<file path="config.mk">
export PLATFORM = sky130hd
export DESIGN_NAME = spm_ram
export DESIGN_NICKNAME = d
export VERILOG_FILES = /design/src/hw/rtl/sparse_paged_memory_defines.svh /design/src/hw/rtl/spm_ram.sv
export SDC_FILE = /design/constraint.sdc
export NUM_CORES = 2
export LEC_CHECK = 0
export BUFFER_PORTS_ARGS = -buffer_cell sky130_fd_sc_hd__buf_2
export CORE_AREA = 2 2 380 382
export DETAILED_ROUTE_END_ITERATION = 16
export DIE_AREA = 0 0 382 384
export PLACE_DENSITY = 0.78
export SYNTH_ARGS = -nofsm -noshare
export SYNTH_HDL_FRONTEND = slang
export SYNTH_SLANG_ARGS = --single-unit
export TNS_END_PERCENT = 50
</file>
<file path="constraint.sdc">
create_clock -name clk -period 2.8 [get_ports clk]
set_input_delay 0 -clock clk [delete_from_list [all_inputs] [get_ports clk]]
set_output_delay 0 -clock clk [all_outputs]
set_load 0.05 [all_outputs]
</file>
<file path="src/hw/rtl/sparse_paged_memory_defines.svh">
// Assertion macros for the sparse paged memory RTL.
// Define ASSERT_OFF to compile the checks away; no other dependencies.
`ifndef SPARSE_PAGED_MEMORY_DEFINES_SVH
`define SPARSE_PAGED_MEMORY_DEFINES_SVH

`ifndef ASSERT_OFF
// Check a condition at every clock edge outside reset
`define SPM_ASSERT(label, cond, msg) \
  label: assert property (@(posedge clk) disable iff (rst) (cond)) else $error(msg);
// Check that a condition implies another in the same cycle
`define SPM_ASSERT_IMP(label, ante, cons, msg) \
  label: assert property (@(posedge clk) disable iff (rst) (ante) |-> (cons)) else $error(msg);
// Check that a condition implies another in the next cycle
`define SPM_ASSERT_NXT(label, ante, cons, msg) \
  label: assert property (@(posedge clk) disable iff (rst) (ante) |=> (cons)) else $error(msg);
`else
`define SPM_ASSERT(label, cond, msg)
`define SPM_ASSERT_IMP(label, ante, cons, msg)
`define SPM_ASSERT_NXT(label, ante, cons, msg)
`endif

`endif

</file>
<file path="src/hw/rtl/spm_ram.sv">
// Generic simple dual-port RAM: one write port, one read port, registered read.
// No dependencies; used for the page tags and the frame byte store.
module spm_ram #(
  parameter int WIDTH = 8,
  parameter int DEPTH = 256,
  localparam int AW = (DEPTH > 1) ? $clog2(DEPTH) : 1
) (
  input  logic             clk,
  input  logic             we,
  input  logic [AW-1:0]    waddr,
  input  logic [WIDTH-1:0] wdata,
  input  logic [AW-1:0]    raddr,
  output logic [WIDTH-1:0] rdata
);

  logic [WIDTH-1:0] mem [DEPTH];

  // Write and register the read data
  always_ff @(posedge clk) begin
    if (we) begin
      mem[waddr] <= wdata;
    end
    rdata <= mem[raddr];
  end

endmodule

</file>
-- Word-level counts from Yosys, hierarchy flattened
Memory sizes are Yosys's and may differ from the RTL's. A register that Yosys moved wholly into a read port is not among the register bits.
Index checks and enable logic that the tools add are counted.
- word-level logic and storage cells: 3
- flip-flop bits (word level): 0
- output and inout bits: 8
- input port bits: 26
- memories kept: 1
- bits in writable memories: 2048
- mux-type cells: 2
- memories (name ; depth ; width ; read ports ; clocked after memory_dff ; wr ports ; RTL line ; RTL):
    mem ; 256 ; 8 ; 1 ; 1 ; 1 ; spm_ram.sv:16 ; logic [WIDTH-1:0] mem [DEPTH];
- operator list (kind ; count):
    1-bit two-way mux ; 2

-- Depth between registers and ports, before layout
- word-level depth: 2
- depth in mapped cells: 11
- mapped depth without buffers: 6

-- Worst setup path before layout
Ideal clock, no wire load.
- kind: input-to-reg
- from: input raddr[0]
- to: register rdata[2], read port of mem
- data required time: 2.669 ns
- stages on the path: 9
- buffers on the path: 4
- arrival: 1.807 ns
- setup time: 0.131 ns
- path slack: 0.862 ns
- path through: buf_6 buf_12 buf_8 buf_2 mux4_2 a22oi_1 a21oi_1 nor4_1 nor4_2
- RTL lines (what ; RTL line ; RTL):
    start: declaration ; spm_ram.sv:12 ; input logic [AW-1:0] raddr,
    end: declaration ; spm_ram.sv:13 ; output logic [WIDTH-1:0] rdata

==> run metrics <==
min Tclk post-route=2813 ps; fin nets=4245; violated checks=negative setup slack; Max rail drop VDD=870.5 µV; status=finished with violations; GRT Total Usage=0.2721; critical path's slowest cell=nor3_1; critical path, cell by cell=mux4_2, a22o_1, a221oi_1, buf_4, o32ai_1, nor3_1, nor4_1; most frequent cells in the layout=edfxtp_1, mux4_2, buf_4; Worst Path Arrival=3480 ps; Inserted Clock Buffers=189; smallest hold slack=75.83 ps; Vias=41640; Hold Crit Class=in2reg; Die Span Y=384 µm; clock power share=0.400; Core Region=142800 µm²; syn nets=3759; Worst slew margin=0.3231; Final WS setup=-13.10 ps; Reg clk slew, reported paths=60 ps; Initial DRT Pass Iterations=6; RePlAce Congestion=0.9160; clk sink count=2056; Die X-Extent=382 µm; post-route ant nets=0; CTS tree=yes; PortBufs=33; crit end category=register; RSZ-0062 raised after global routing=no; CP max stage delay=790 ps; Leak=0.02905 µW; 1st-iter DRT viols=6795; crit path max fanout=1; CP required=3460 ps; CP bufs+invs=1; Crit Path Class=reg2reg; Via density=6.623; WL per Instance=31.44 µm; Synth Instances=3733; final wirelength=197.7 mm; share of cells above drive strength 1=0.2846; Yosys cell types=55; Yosys reg bits=2056; most common cell after layout, fill and taps aside=edfxtp_1; Cell Int Power=48790 µW; Tcrit/Tclk final=1.005; GR Overflow Total=0; first-pass GRT wire length=287.9 mm; CP Launch Type=register; Post-DP HPWL=121.6 mm; Syn Std Cell Area=79560 µm²; syn_area_per_cell=21.31 µm²; Post-synth EDFFs=2048; Fin Clk Skew=40.34 ps; largest net degree at the start of global routing=124; # setup viols final=1; Remaining DRCs=0; family with the most delay on the worst path=simple AND/OR/NAND/NOR gates; Async SR Flop Fraction=0; highest clock rate=355.5 MHz; initial core utilization=0.5572; CTS Root Buffer Type=clkbuf_16; sequential power share=0.546; r2r setup slk=-10 ps; sequential area share after synthesis=0.7750; switching share of power=0.2159; Worst-Margin Slew=1015 ps; num rows=139; antenna violations before repair=7; I/O pin cnt=34; Synth warnings=0; Clock Latency Late Sink=830 ps; Tot Pwr=62230 µW; pwr dens=682.7 nW/µm²; Net Sw Power=13430 µW; Layout area overhead=14.57%; Gate power share=0.054; vias in the first global route=41850; Most used DFF post-synth=edfxtp_1; htree depth=4; Final Hold Fails=0; Slew Limit Fails=0; die area=146700 µm²; Max Root-Sink Buffers=3; # Max-Cap Violations=0
[cells in the mapped netlist, types with 3 or more instances]
library cell,n,area (µm²)
nor2_1,282,1059
clkbuf_1,111,416.7
and2_1,6,37.54
nor4_2,3,37.54
edfxtp_1,2048,61500
or2_2,4,25.02
buf_12,8,160.2
nor3_1,22,110.1
buf_1,22,82.58
o21ai_0,10,50.05
buf_8,13,195.2
dfxtp_1,8,160.2
nor4_1,24,150.1
o22ai_1,28,175.2
a22o_1,8,70.07
o22a_1,5,43.79
nand3_1,34,170.2
nand2b_1,8,50.05
nand2_1,33,123.9
buf_2,31,155.2
a221oi_1,13,113.9
a22oi_1,133,998.5
mux2i_1,134,1341
nand4_1,10,62.56
mux4_2,454,10220
o32ai_1,4,35.03
a211oi_1,16,120.1
nor2b_1,31,193.9
o221ai_1,46,402.9
a21oi_1,96,480.5
buf_6,21,236.5
o211ai_1,10,75.07
buf_4,27,202.7
[cell families (layout without fill, tap and decap cells)]
kind of cell	count (synthesis)	count (layout)	share of synthesized area
AOI/OAI and AO/OA	385	385	0.03419
buffers and inverters	235	880	0.01831
DFF	2056	2056	0.7750
muxes	591	591	0.1462
other	0	6	0
and+or+nand+nor	466	466	0.02628
[power groups by stage]
stage / sequential, µW / clock [µW] / combinational (µW)
after global routing: 34000 / 26200 / 3490
after CTS: 34000 / 25100 / 3320
final: 34000 / 24900 / 3350
after detailed placement: 34700 / 0 / 3250
after global placement: 34600 / 0 / 3170
after floorplan: 34700 / 0 / 1650
[worst min-delay path, cell delays in order]
cell	delay [ps]
buf_2	220
nand4_1	230
nor2_1	210
[per-stage QoR]
stage	worst slack (ps)	util	cells	instance area [µm²]	setup TNS, ps
global placement	-631.4	0.5949	5911	84950	-1746
CTS	22.49	0.6382	6281	91130	0
global route	11.11	0.6382	6282	91130	0
detailed placement	-698.9	0.5949	5911	84950	-2012
finish	-13.10	0.6383	6287	91140	-13.10
floorplan	862.1	-	3733	79560	0
[area by class of cell]
class,count,area (µm²)
clock buffers,242,5000
inverters,2,7.507
clock inverters,108,972.2
well taps,1903,2381
multi-input cells,1442,16500
repair buffers,528,4612
diodes,6,15.01
flip-flops and latches,2056,61660
fillers,8874,51640
[final timing paths]
kind / start / end / cells after the start
setup / recovery: mem[83][3] / rdata[3] / 7
hold / removal: we / mem[254][0] / 3
setup reg to reg: mem[83][3] / rdata[3] / 7
hold reg to reg: mem[4][6] / rdata[6] / 7
[flip-flops by register name, indices dropped and copies added, names as in the netlist]
name,count
mem,2048
rdata,8
[repair_timing]
action / 4_1_cts / 5_1_grt
setup endpoints to repair: 2 / 0
endpoints found under the hold margin: 992 / 0
buffers inserted: 0 / 0
gates resized for setup: 2 / 0
hold buffers: 20 / 0
[routing by layer]
layer / global-route usage / vias to the layer above / part of all wire
met5: 0 / - / 0.00025
met4: 0.1204 / 8 / 0.046
met3: 0.06154 / 481 / 0.12
met2: 0.4258 / 3060 / 0.48
met1: 0.3722 / 21440 / 0.35
li1: - / 16660 / -
Note: power is estimated with default switching activity, not from simulation.
